**src/hdl/spc_pkg.sv**
```systemverilog
`default_nettype none

package spc_pkg;

    // Longest path accepted, not counting the terminating zero byte.
    localparam int MaxPathLen = 128;
    localparam int CountW     = 8;

    // Folder names that the first component must match exactly.
    localparam int NameCount  = 7;
    localparam int NameMaxLen = 10;
    localparam int NameIdxW   = 4;

    localparam logic [NameIdxW-1:0] NameLen [NameCount] =
        '{4'd5, 4'd10, 4'd8, 4'd6, 4'd7, 4'd7, 4'd4};

    localparam logic [7:0] NameText [NameCount][NameMaxLen] = '{
        '{"M", "u", "s", "i", "c", 8'h00, 8'h00, 8'h00, 8'h00, 8'h00},
        '{"R", "e", "c", "o", "r", "d", "i", "n", "g", "s"},
        '{"P", "i", "c", "t", "u", "r", "e", "s", 8'h00, 8'h00},
        '{"T", "h", "e", "m", "e", "s", 8'h00, 8'h00, 8'h00, 8'h00},
        '{"U", "p", "d", "a", "t", "e", "s", 8'h00, 8'h00, 8'h00},
        '{"B", "a", "c", "k", "u", "p", "s", 8'h00, 8'h00, 8'h00},
        '{"L", "o", "g", "s", 8'h00, 8'h00, 8'h00, 8'h00, 8'h00, 8'h00}
    };

    // Byte codes with a meaning of their own.
    localparam logic [7:0] CharNul       = 8'h00;
    localparam logic [7:0] CharCtrlLimit = 8'h20;
    localparam logic [7:0] CharBackslash = 8'h5C;
    localparam logic [7:0] CharColon     = 8'h3A;
    localparam logic [7:0] CharSlash     = 8'h2F;
    localparam logic [7:0] CharDot       = 8'h2E;

    // Component length classes: empty, one, two, three or more bytes.
    localparam logic [1:0] LenClassEmpty = 2'd0;
    localparam logic [1:0] LenClassMany  = 2'd3;

    typedef struct packed {
        logic valid;
        logic safe;
    } spc_verdict_t;

endpackage

`default_nettype wire

```
**src/hdl/spc_core.sv**
```systemverilog
`default_nettype none

// Running path state and the verdict logic for one byte per step.
module spc_core
(
    input  wire logic                clk,
    input  wire logic                rst_n,
    input  wire logic                step,
    input  wire logic [7:0]          path_char,
    output spc_pkg::spc_verdict_t    verdict
);

    logic [spc_pkg::CountW-1:0]    char_count_reg, char_count_next;
    logic [spc_pkg::NameCount-1:0] mask_reg, mask_next;
    logic                          first_reg, first_next;
    logic [1:0]                    len_class_reg, len_class_next;
    logic                          all_dots_reg, all_dots_next;
    logic                          rejected_reg, rejected_next;

    logic [spc_pkg::NameCount-1:0] len_keep;
    logic [spc_pkg::NameCount-1:0] char_keep;
    logic [spc_pkg::NameIdxW-1:0]  pos_idx;
    logic [spc_pkg::NameCount-1:0] final_mask;
    logic                          comp_bad;
    logic                          is_end;

    assign is_end  = (path_char == spc_pkg::CharNul);
    assign pos_idx = (char_count_reg < spc_pkg::CountW'(spc_pkg::NameMaxLen))
                   ? char_count_reg[spc_pkg::NameIdxW-1:0] : '0;

    always_comb
    begin
        for (int i = 0; i < spc_pkg::NameCount; i++)
        begin
            len_keep[i]  = (char_count_reg ==
                            spc_pkg::CountW'(spc_pkg::NameLen[i]));
            char_keep[i] = (char_count_reg <
                            spc_pkg::CountW'(spc_pkg::NameLen[i]))
                        && (spc_pkg::NameText[i][pos_idx] == path_char);
        end
    end

    // An empty, "." or ".." component is not allowed.
    assign comp_bad = (len_class_reg == spc_pkg::LenClassEmpty)
                   || ((len_class_reg != spc_pkg::LenClassMany) && all_dots_reg);

    assign final_mask = first_reg ? (mask_reg & len_keep) : mask_reg;

    assign verdict.valid = step && is_end;
    assign verdict.safe  = !rejected_reg && !comp_bad && (|final_mask);

    always_comb
    begin
        char_count_next = char_count_reg;
        mask_next       = mask_reg;
        first_next      = first_reg;
        len_class_next  = len_class_reg;
        all_dots_next   = all_dots_reg;
        rejected_next   = rejected_reg;
        if (step)
        begin
            if (is_end)
            begin
                char_count_next = '0;
                mask_next       = '1;
                first_next      = 1'b1;
                len_class_next  = spc_pkg::LenClassEmpty;
                all_dots_next   = 1'b1;
                rejected_next   = 1'b0;
            end
            else
            begin
                if (char_count_reg >= spc_pkg::CountW'(spc_pkg::MaxPathLen))
                begin
                    rejected_next = 1'b1;
                end
                else
                begin
                    char_count_next = char_count_reg + 1'b1;
                end

                if ((path_char == spc_pkg::CharBackslash)
                    || (path_char == spc_pkg::CharColon)
                    || (path_char < spc_pkg::CharCtrlLimit))
                begin
                    rejected_next = 1'b1;
                end

                if (path_char == spc_pkg::CharSlash)
                begin
                    if (comp_bad)
                    begin
                        rejected_next = 1'b1;
                    end
                    if (first_reg)
                    begin
                        mask_next  = mask_reg & len_keep;
                        first_next = 1'b0;
                    end
                    len_class_next = spc_pkg::LenClassEmpty;
                    all_dots_next  = 1'b1;
                end
                else
                begin
                    if (first_reg)
                    begin
                        mask_next = mask_reg & char_keep;
                    end
                    if (len_class_reg != spc_pkg::LenClassMany)
                    begin
                        len_class_next = len_class_reg + 1'b1;
                    end
                    if (path_char != spc_pkg::CharDot)
                    begin
                        all_dots_next = 1'b0;
                    end
                end
            end
        end
    end

    always_ff @(posedge clk or negedge rst_n)
    begin
        if (!rst_n)
        begin
            char_count_reg <= '0;
            mask_reg       <= '1;
            first_reg      <= 1'b1;
            len_class_reg  <= spc_pkg::LenClassEmpty;
            all_dots_reg   <= 1'b1;
            rejected_reg   <= 1'b0;
        end
        else
        begin
            char_count_reg <= char_count_next;
            mask_reg       <= mask_next;
            first_reg      <= first_next;
            len_class_reg  <= len_class_next;
            all_dots_reg   <= all_dots_next;
            rejected_reg   <= rejected_next;
        end
    end

    // The byte count never passes the length limit.
    a_count_bound: assert property (@(posedge clk) disable iff (!rst_n)
        char_count_reg <= spc_pkg::CountW'(spc_pkg::MaxPathLen))
        else $error("spc_core: byte count beyond limit");

    // After a verdict the path state starts over.
    a_clear_after_verdict: assert property (@(posedge clk) disable iff (!rst_n)
        verdict.valid |=> (char_count_reg == '0) && (&mask_reg) && first_reg
                          && !rejected_reg)
        else $error("spc_core: state not cleared after verdict");

    // A rejected path stays rejected until its verdict is given.
    a_reject_sticky: assert property (@(posedge clk) disable iff (!rst_n)
        (rejected_reg && !verdict.valid) |=> rejected_reg)
        else $error("spc_core: reject flag dropped inside a path");

endmodule

`default_nettype wire

```
**config.mk**
```make
export PLATFORM = sky130hd
export DESIGN_NAME = spc_core
export DESIGN_NICKNAME = d
export VERILOG_FILES = /design/src/hdl/spc_pkg.sv /design/src/hdl/spc_core.sv
export SDC_FILE = /design/constraint.sdc
export NUM_CORES = 1
export LEC_CHECK = 0
export BUFFER_PORTS_ARGS = -buffer_cell sky130_fd_sc_hd__buf_2
export CELL_PAD_IN_SITES_DETAIL_PLACEMENT = 1
export CELL_PAD_IN_SITES_GLOBAL_PLACEMENT = 2
export CORE_ASPECT_RATIO = 0.9
export CORE_UTILIZATION = 40
export DETAILED_ROUTE_END_ITERATION = 6
export HOLD_SLACK_MARGIN = 0.02
export MAX_ROUTING_LAYER = met4
export PLACE_DENSITY_LB_ADDON = 0.1
export SLEW_MARGIN = 10
export SYNTH_ARGS = -nofsm -noshare
export SYNTH_HDL_FRONTEND = slang
export SYNTH_SLANG_ARGS = --single-unit
```
**constraint.sdc**
```tcl
create_clock -name clk -period 9.55 [get_ports clk]
set_clock_uncertainty 0.2 [all_clocks]
set_input_delay 1.4325 -clock clk [delete_from_list [all_inputs] [get_ports clk]]
set_output_delay 1.4325 -clock clk [all_outputs]
set_load 0.02 [all_outputs]
```
==> results.tsv, run 1 <==
stage	metric	value	unit
drt	Total Routed Length	8880	µm
timing	RSZ-0062 raised after global routing	no	
yosys	top cell type's share of synthesized area	0.105	
placed_design	count of input and output buffers	12	
setup_path	CP max FO	18	
yosys	Cell Area, Synth	2620	µm²
yosys	XOR/XNOR share of the synthesized area	0.0803	
cells_and_area	share of layout cells above drive strength 1	0.135	
yosys	Syn Nets	368	
setup_path	critical path type	register to primary output	
floorplanning	Die Ht	78.8	µm
drt	DRC viols	0	
global_routing	gr ovfl total	0	
global_routing	largest net degree at the start of global routing	28	
yosys	post-synthesis mux area share	0.0124	
drt	routed len/inst	21.1	µm
cells_and_area	Antenna Cells	0	
setup_path	Crit path required time	7.92	ns
power	power after layout	708	µW
clock_tree	CTS tree	yes	
yosys	dominant cells by area after synthesis	dfrtp_1 11%, dfstp_2 9.0%, ha_1 7.6%	
clock_tree	CTS Buffer Depth	2	
placed_design	Final HPWL DP	6470	µm
timing	Max transition margin	0.342	
power	Pwr Density	264	nW/µm²
clock_tree	Post-CTS Hold Fix Bufs	0	
yosys	post-synthesis instance total	341	
drt	initial DRC count	154	
yosys	number of synthesized flops with an enable pin	0	
yosys	flops & latches, synth	20	
clock_tree	CTS Buf Count	3	
yosys	Adder-Cell Fraction of Synth Area	0.0764	
job	Max-cap violations	0	
clock_tree	cts repair resizes	0	
floorplanning	Placeable Area	6220	µm²
floorplanning	die footprint	6870	µm²
yosys	largest family of logic cells by synthesized area	compound AO/OA/AOI/OAI gates	
floorplanning	num ports	13	
cells_and_area	fin nets	361	
floorplanning	std cell rows	27	
drt	Via density	6.26	
drt	router iterations before antenna repair	4	
timing	Final Critical Period	4.54	ns
timing	Pins Over Slew Limit	0	
yosys	Synth area leader	dfrtp_1	
cells_and_area	P&R area growth vs syn	2.48	%
floorplanning	Horiz. Die Dim	87.3	µm
global_routing	first-pass GRT wire length	14300	µm
yosys	Seq/Total Area, Yosys	0.195	
cells_and_area	commonest cells after routing, fill and taps aside	29 x nand2_1, 29 x nor2_1, 26 x a21oi_1	
yosys	Synth Area in Simple Gates	0.263	
global_routing	vias in the first global route	2572	
timing	Worst Max-Slew Pin Slew	0.984	ns
yosys	Distinct cells, synth	65	
cells_and_area	Fill cells	794	
cells_and_area	post-route cell area	2680	µm²
timing	Worst Setup Slack, final	5.01	ns
timing	Final period util	0.475	
clock_tree	Clock transition at path regs	0.09	ns
run_status	status	complete, no violations	
yosys	Post-synth ARST share	1.00	
clock_tree	Sink Count	20	
power	Pleak	1.00	nW
setup_path	startpoint types	register	
drt	post-route ant nets	0	
timing	Hold Violations, Final	0	
floorplanning	Initial Util	0.421	
drt	total number of vias	2628	
timing	Setup violations, final	0	
clock_tree	htree depth	1	
timing	worst hold-check slack	0.286	ns
placed_design	GPL Wtd Cong	0.868	
timing	Peak Freq	220	MHz
setup_path	crit path capture type	primary output	
global_routing	Overall Global Routing Usage	0.283	
clock_tree	Setup Buffers After CTS	0	
cells_and_area	Largest register FFs	8	
clock_tree	clock root cell	clkbuf_8	
global_routing	antenna violations before repair	0	
timing	setup TNS	0	ns
worst_hold_path	Hold Path Class	register to register	
yosys	average size of a mapped cell	7.68	µm²
placed_design	dpl cell area	2610	µm²
yosys	compound-gate portion of the synthesized area	0.273	
yosys	Yosys warnings	0	
setup_path	CP arrival	2.91	ns
clock_tree	clk_lat worst skew	0.27	ns
placed_design	pre-CTS setup slack	5.04	ns
yosys	Top FF cell, synth	dfrtp_1	
power	Worst VDD drop	141	µV
report_power, final:
part           internal, mW  switching, mW
clock                0.0560         0.0323
sequential            0.104         0.0204
combinational         0.173          0.322
area by class of cell:
| cell class | count | area [µm²] | area share |
|---|---|---|---|
| clock inverter | 1 | 30.0 | 0.0112 |
| inverter | 13 | 48.8 | 0.0182 |
| sequential | 20 | 512 | 0.191 |
| multi-input combinational | 280 | 1850 | 0.690 |
| timing repair buffer | 16 | 90.1 | 0.0336 |
| clock buffer | 3 | 41.3 | 0.0154 |
| tap | 87 | 109 | 0.0406 |
final timing paths:
| kind | startpoint | end | slack (ns) | cells past startpoint |
|---|---|---|---|---|
| worst max-delay path | char_count_reg[4]$_DFFE_PN0P_ | verdict[0] | 5.01 | 5 |
| worst min-delay path | all_dots_reg$_DFFE_PN1P_ | all_dots_reg$_DFFE_PN1P_ | 0.29 | 2 |
| worst max register to register | char_count_reg[4]$_DFFE_PN0P_ | mask_reg[5]$_DFFE_PN1P_ | 5.40 | 10 |
| worst min register to register | all_dots_reg$_DFFE_PN1P_ | all_dots_reg$_DFFE_PN1P_ | 0.29 | 2 |
| max in group asynchronous | rst_n | mask_reg[3]$_DFFE_PN1P_ | 7.87 | 1 |
| min in group asynchronous | rst_n | char_count_reg[3]$_DFFE_PN0P_ | 0.91 | 1 |
logic make-up (layout without fill, tap and decap cells):
kind of cell,Yosys count,after routing
AND/OR/NAND/NOR,131,131
flip-flops,20,20
adder cells (fa/ha/maj),16,16
XOR/XNOR,24,24
buffers and inverters,41,33
multiplexers,3,3
AO/OA/AOI/OAI,106,106
Yosys cell counts (4+ instances only):
master	count
clkbuf_1	7
dfstp_2	9
nand2b_1	7
dfrtp_1	11
a221oi_1	4
o21ai_0	22
nor3_1	12
a21oi_1	26
a211oi_1	7
o21bai_1	4
nor2_1	29
inv_1	12
nor2b_1	5
and3_1	5
xor2_1	8
ha_1	16
nand2_1	29
buf_2	8
clkbuf_8	8
nand3_1	11
o211ai_1	4
nand4_1	10
xnor2_1	16
a31oi_1	6
stage by stage:
| stage | util | instances |
|---|---|---|
| global placement | 0.420 | 416 |
| global route | 0.432 | 420 |
| CTS | 0.432 | 420 |
| detailed placement | 0.420 | 416 |
| floorplan | - | 341 |
| finish | 0.432 | 420 |
worst max-delay path, stage by stage, from the launching register on:
cell and delay [ns]:
dfrtp_1 0.45, or4_1 0.92, nor2_2 0.51, a31oi_1 0.14, a2111oi_0 0.37, buf_2 0.23
per-layer routing:
metal / track usage / wire, µm
met4: 0.0459 / 59
met1: 0.417 / 4520
met5: - / 0
met2: 0.427 / 4070
met3: 0.0249 / 223
Power figures use the tool's default switching activity.
==> run 2, diff against run 1 <==
--- a/config.mk
+++ b/config.mk
@@ -5,11 +5,12 @@
 export SDC_FILE = /design/constraint.sdc
 export NUM_CORES = 1
 export LEC_CHECK = 0
+export ABC_AREA = 1
 export BUFFER_PORTS_ARGS = -buffer_cell sky130_fd_sc_hd__buf_2
 export CELL_PAD_IN_SITES_DETAIL_PLACEMENT = 1
 export CELL_PAD_IN_SITES_GLOBAL_PLACEMENT = 2
 export CORE_ASPECT_RATIO = 0.9
-export CORE_UTILIZATION = 40
+export CORE_UTILIZATION = 33
 export DETAILED_ROUTE_END_ITERATION = 6
 export HOLD_SLACK_MARGIN = 0.02
 export MAX_ROUTING_LAYER = met4
==> constraint.sdc (replaced) <==
create_clock -name clk -period 4.6 [get_ports clk]
set_clock_uncertainty 0.2 [all_clocks]
set_input_delay 0.69 -clock clk [delete_from_list [all_inputs] [get_ports clk]]
set_output_delay 0.69 -clock clk [all_outputs]
set_load 0.02 [all_outputs]
==> results.tsv, run 2 <==
stage	metric	value	unit	change
run_status	status	complete, no violations		
clock_tree	CTS Buffer Depth	2		unchanged
setup_path	worst r2r src	char_count_reg[4]$_DFFE_PN0P_		
timing	RSZ-0062 raised after global routing	no		
power	power after layout	989	µW	+40%
drt	post-route ant nets	0		unchanged
clock_tree	htree depth	1		unchanged
yosys	average size of a mapped cell	5.97	µm²	-22%
drt	Total Routed Length	10100	µm	+14%
setup_path	startpoint types	register		
cells_and_area	Largest register FFs	8		unchanged
cells_and_area	commonest non-fill, non-tap cell in the layout	nand2_1		
global_routing	largest net degree at the start of global routing	42		+50%
yosys	post-synthesis mux area share	0		-0.0124
cells_and_area	Fill cells	1069		+35%
placed_design	GPL Wtd Cong	0.912		+5.1%
yosys	dominant cells by area after synthesis	nand2_1 21%, nand3_1 11%, dfrtp_1 10%		
yosys	Seq/Total Area, Yosys	0.193		-0.00222
global_routing	antenna violations before repair	0		unchanged
setup_path	worst path buffer plus inverter count	2		+1
power	Flop pwr share	0.335		+0.159
clock_tree	clk_lat worst skew	0.27	ns	about the same
clock_tree	clock root cell	clkbuf_8		
floorplanning	num ports	13		unchanged
cells_and_area	Final Util	0.362		-0.0697
setup_path	CP arrival	2.73	ns	-0.18 ns
global_routing	first-pass GRT wire length	15800	µm	+11%
clock_tree	Post-CTS Hold Fix Bufs	0		unchanged
floorplanning	Placeable Area	7660	µm²	+23%
yosys	compound-gate portion of the synthesized area	0.102		-0.172
timing	setup TNS	0	ns	unchanged
drt	router iterations before antenna repair	4		unchanged
yosys	number of synthesized flops with an enable pin	0		unchanged
setup_path	critical path type	register to primary output		
power	Net Sw Power	535	µW	+43%
cells_and_area	share of layout cells above drive strength 1	0.104		-0.0315
timing	Worst Max-Slew Pin Slew	0.782	ns	-0.202 ns
setup_path	Crit path required time	3.71	ns	-4.21 ns
setup_path	cell family with most CP delay	simple AND/OR/NAND/NOR gates		
yosys	flops & latches, synth	20		unchanged
setup_path	CP max stage delay	0.63	ns	-0.29 ns
floorplanning	die footprint	8390	µm²	+22%
power	internal cell power	453	µW	+36%
floorplanning	Horiz. Die Dim	96.4	µm	+10%
drt	DRC viols	0		unchanged
job	Max-cap violations	0		unchanged
clock_tree	cts repair resizes	0		unchanged
yosys	top cell type's share of synthesized area	0.205		+0.100
setup_path	Slowest-stage cell, CP	dfrtp_1		
yosys	Top FF cell, synth	dfrtp_1		
yosys	Distinct cells, synth	36		-45%
yosys	Cell Area, Synth	2650	µm²	+1.1%
cells_and_area	Antenna Cells	0		unchanged
drt	initial DRC count	135		-12%
timing	Hold Violations, Final	0		unchanged
cells_and_area	multi-input combinational cell area	1890	µm²	+1.8%
timing	Peak Freq	277	MHz	
worst_hold_path	Hold Path Class	input pin to asynchronous set/reset pin		
timing	Final period util	0.786		
cells_and_area	fin nets	472		+31%
power	Clk pwr share	0.128		+0.003
timing	Max transition margin	0.473		+0.131
yosys	Synth top cells by count	145 x nand2_1, 56 x nand3_1, 53 x nor2_1		
yosys	Post-synth ARST share	1.00		unchanged
power	Worst VDD drop	230	µV	+64%
yosys	Adder-Cell Fraction of Synth Area	0.0756		-0.000867
timing	Pins Over Slew Limit	0		unchanged
global_routing	gr ovfl total	0		unchanged
placed_design	count of input and output buffers	12		unchanged
setup_path	RR Endpoint	mask_reg[4]$_DFFE_PN1P_		
drt	routed len/inst	18.7	µm	-11%
power	Pleak	1.36	nW	+36%
cells_and_area	P&R area growth vs syn	4.68	%	
setup_path	most used cell, CP	o21ai_0		
yosys	XOR/XNOR share of the synthesized area	0.0132		-0.0670
placed_design	Final HPWL DP	7900	µm	+22%
cells_and_area	FF+latch area	512	µm²	unchanged
setup_path	cells along the critical path	inv_1, nor2_2, nand3_2, o21ai_0, a22o_1, o21ai_0, nor2_1, buf_2		
yosys	Synth area leader	nand2_1		
floorplanning	Die Ht	87.0	µm	+10%
timing	worst hold-check slack	0.178	ns	-0.108 ns
yosys	largest family of logic cells by synthesized area	simple AND/OR/NAND/NOR gates		
clock_tree	Clock transition at path regs	0.09	ns	about the same
drt	Via density	5.47		-13%
floorplanning	std cell rows	30		+11%
clock_tree	Setup Buffers After CTS	0		unchanged
yosys	Synth Area in Simple Gates	0.521		+0.259
clock_tree	CTS tree	yes		
cells_and_area	commonest cells after routing, fill and taps aside	145 x nand2_1, 56 x nand3_1, 53 x nor2_1		
setup_path	crit path capture type	primary output		
yosys	Syn Nets	471		+28%
floorplanning	Initial Util	0.346		-0.0754
power	Pwr Density	357	nW/µm²	+35%
setup_path	CP max FO	20		+2
yosys	count leader, synth	nand2_1		
yosys	Yosys warnings	0		unchanged
timing	Final Critical Period	3.62	ns	
clock_tree	CTS Buf Count	3		unchanged
clock_tree	Sink Count	20		unchanged
global_routing	Overall Global Routing Usage	0.261		-0.0220
global_routing	vias in the first global route	2858		+11%
power	switching portion of total power	0.542		+0.0122
setup_path	Reg2Reg Depth	14		+4
yosys	post-synthesis instance total	444		+30%
power	Comb power frac	0.538		-0.162
setup_path	reg2reg setup slack	1.43	ns	-3.97 ns
drt	total number of vias	2956		+12%
timing	Setup violations, final	0		unchanged
run 2: kinds of logic (layout without fill, tap and decap cells):
kind of cell | Yosys count | after routing
AO/OA/AOI/OAI | 47 | 47
XOR/XNOR | 4 | 4
adder cells (fa/ha/maj) | 16 | 16
flip-flops | 20 | 20
buffers and inverters | 56 | 56
AND/OR/NAND/NOR | 301 | 301
run 2: routing by layer:
| metal | wire length, µm | share of wire | global-route usage | vias up |
|---|---|---|---|---|
| met5 | 0 | 0 | - | - |
| met2 | 4410 | 0.44 | 0.383 | 64 |
| li1 | - | - | - | 1455 |
| met3 | 462 | 0.046 | 0.0262 | 8 |
| met1 | 5110 | 0.50 | 0.387 | 1429 |
| met4 | 145 | 0.014 | 0.0481 | 0 |
run 2: power groups by stage:
stage	clock, mW	combinational [mW]	sequential (mW)
after global routing	0.135	0.602	0.339
after detailed placement	0	0.526	0.332
after global placement	0	0.523	0.331
final	0.126	0.532	0.331
after CTS	0.129	0.528	0.329
after floorplan	0	0.440	0.279
run 2: worst max-delay path by stage:
stage,start,to,slack [ns],depth (start not counted)
2_1_floorplan,char_count_reg[4]$_DFFE_PN0P_,verdict[0],1.99,8
3_3_place_gp,char_count_reg[2]$_DFFE_PN0P_,verdict[0],1.35,8
3_5_place_dp,char_count_reg[2]$_DFFE_PN0P_,verdict[0],1.31,8
4_1_cts,char_count_reg[2]$_DFFE_PN0P_,verdict[0],1.0,8
5_1_grt,char_count_reg[2]$_DFFE_PN0P_,verdict[0],0.74,8
6_report,char_count_reg[2]$_DFFE_PN0P_,verdict[0],0.98,8
run 2: area by class of cell:
cell class                      instances  share of cell area
Inverter                               40              0.0542
Sequential cell                        20               0.185
Tap cell                               96              0.0433
Clock buffer                            4              0.0162
Multi-Input combinational cell        368               0.680
Timing Repair Buffer                   12              0.0217
run 2: per-stage QoR:
step / instance area, µm² / setup slack, ns / cells
detailed placement: 2730 / 1.31 / 536
global placement: 2730 / 1.35 / 536
global route: 2770 / 0.742 / 540
floorplan: 2650 / 1.99 / 444
finish: 2770 / 0.985 / 540
CTS: 2770 / 0.999 / 540
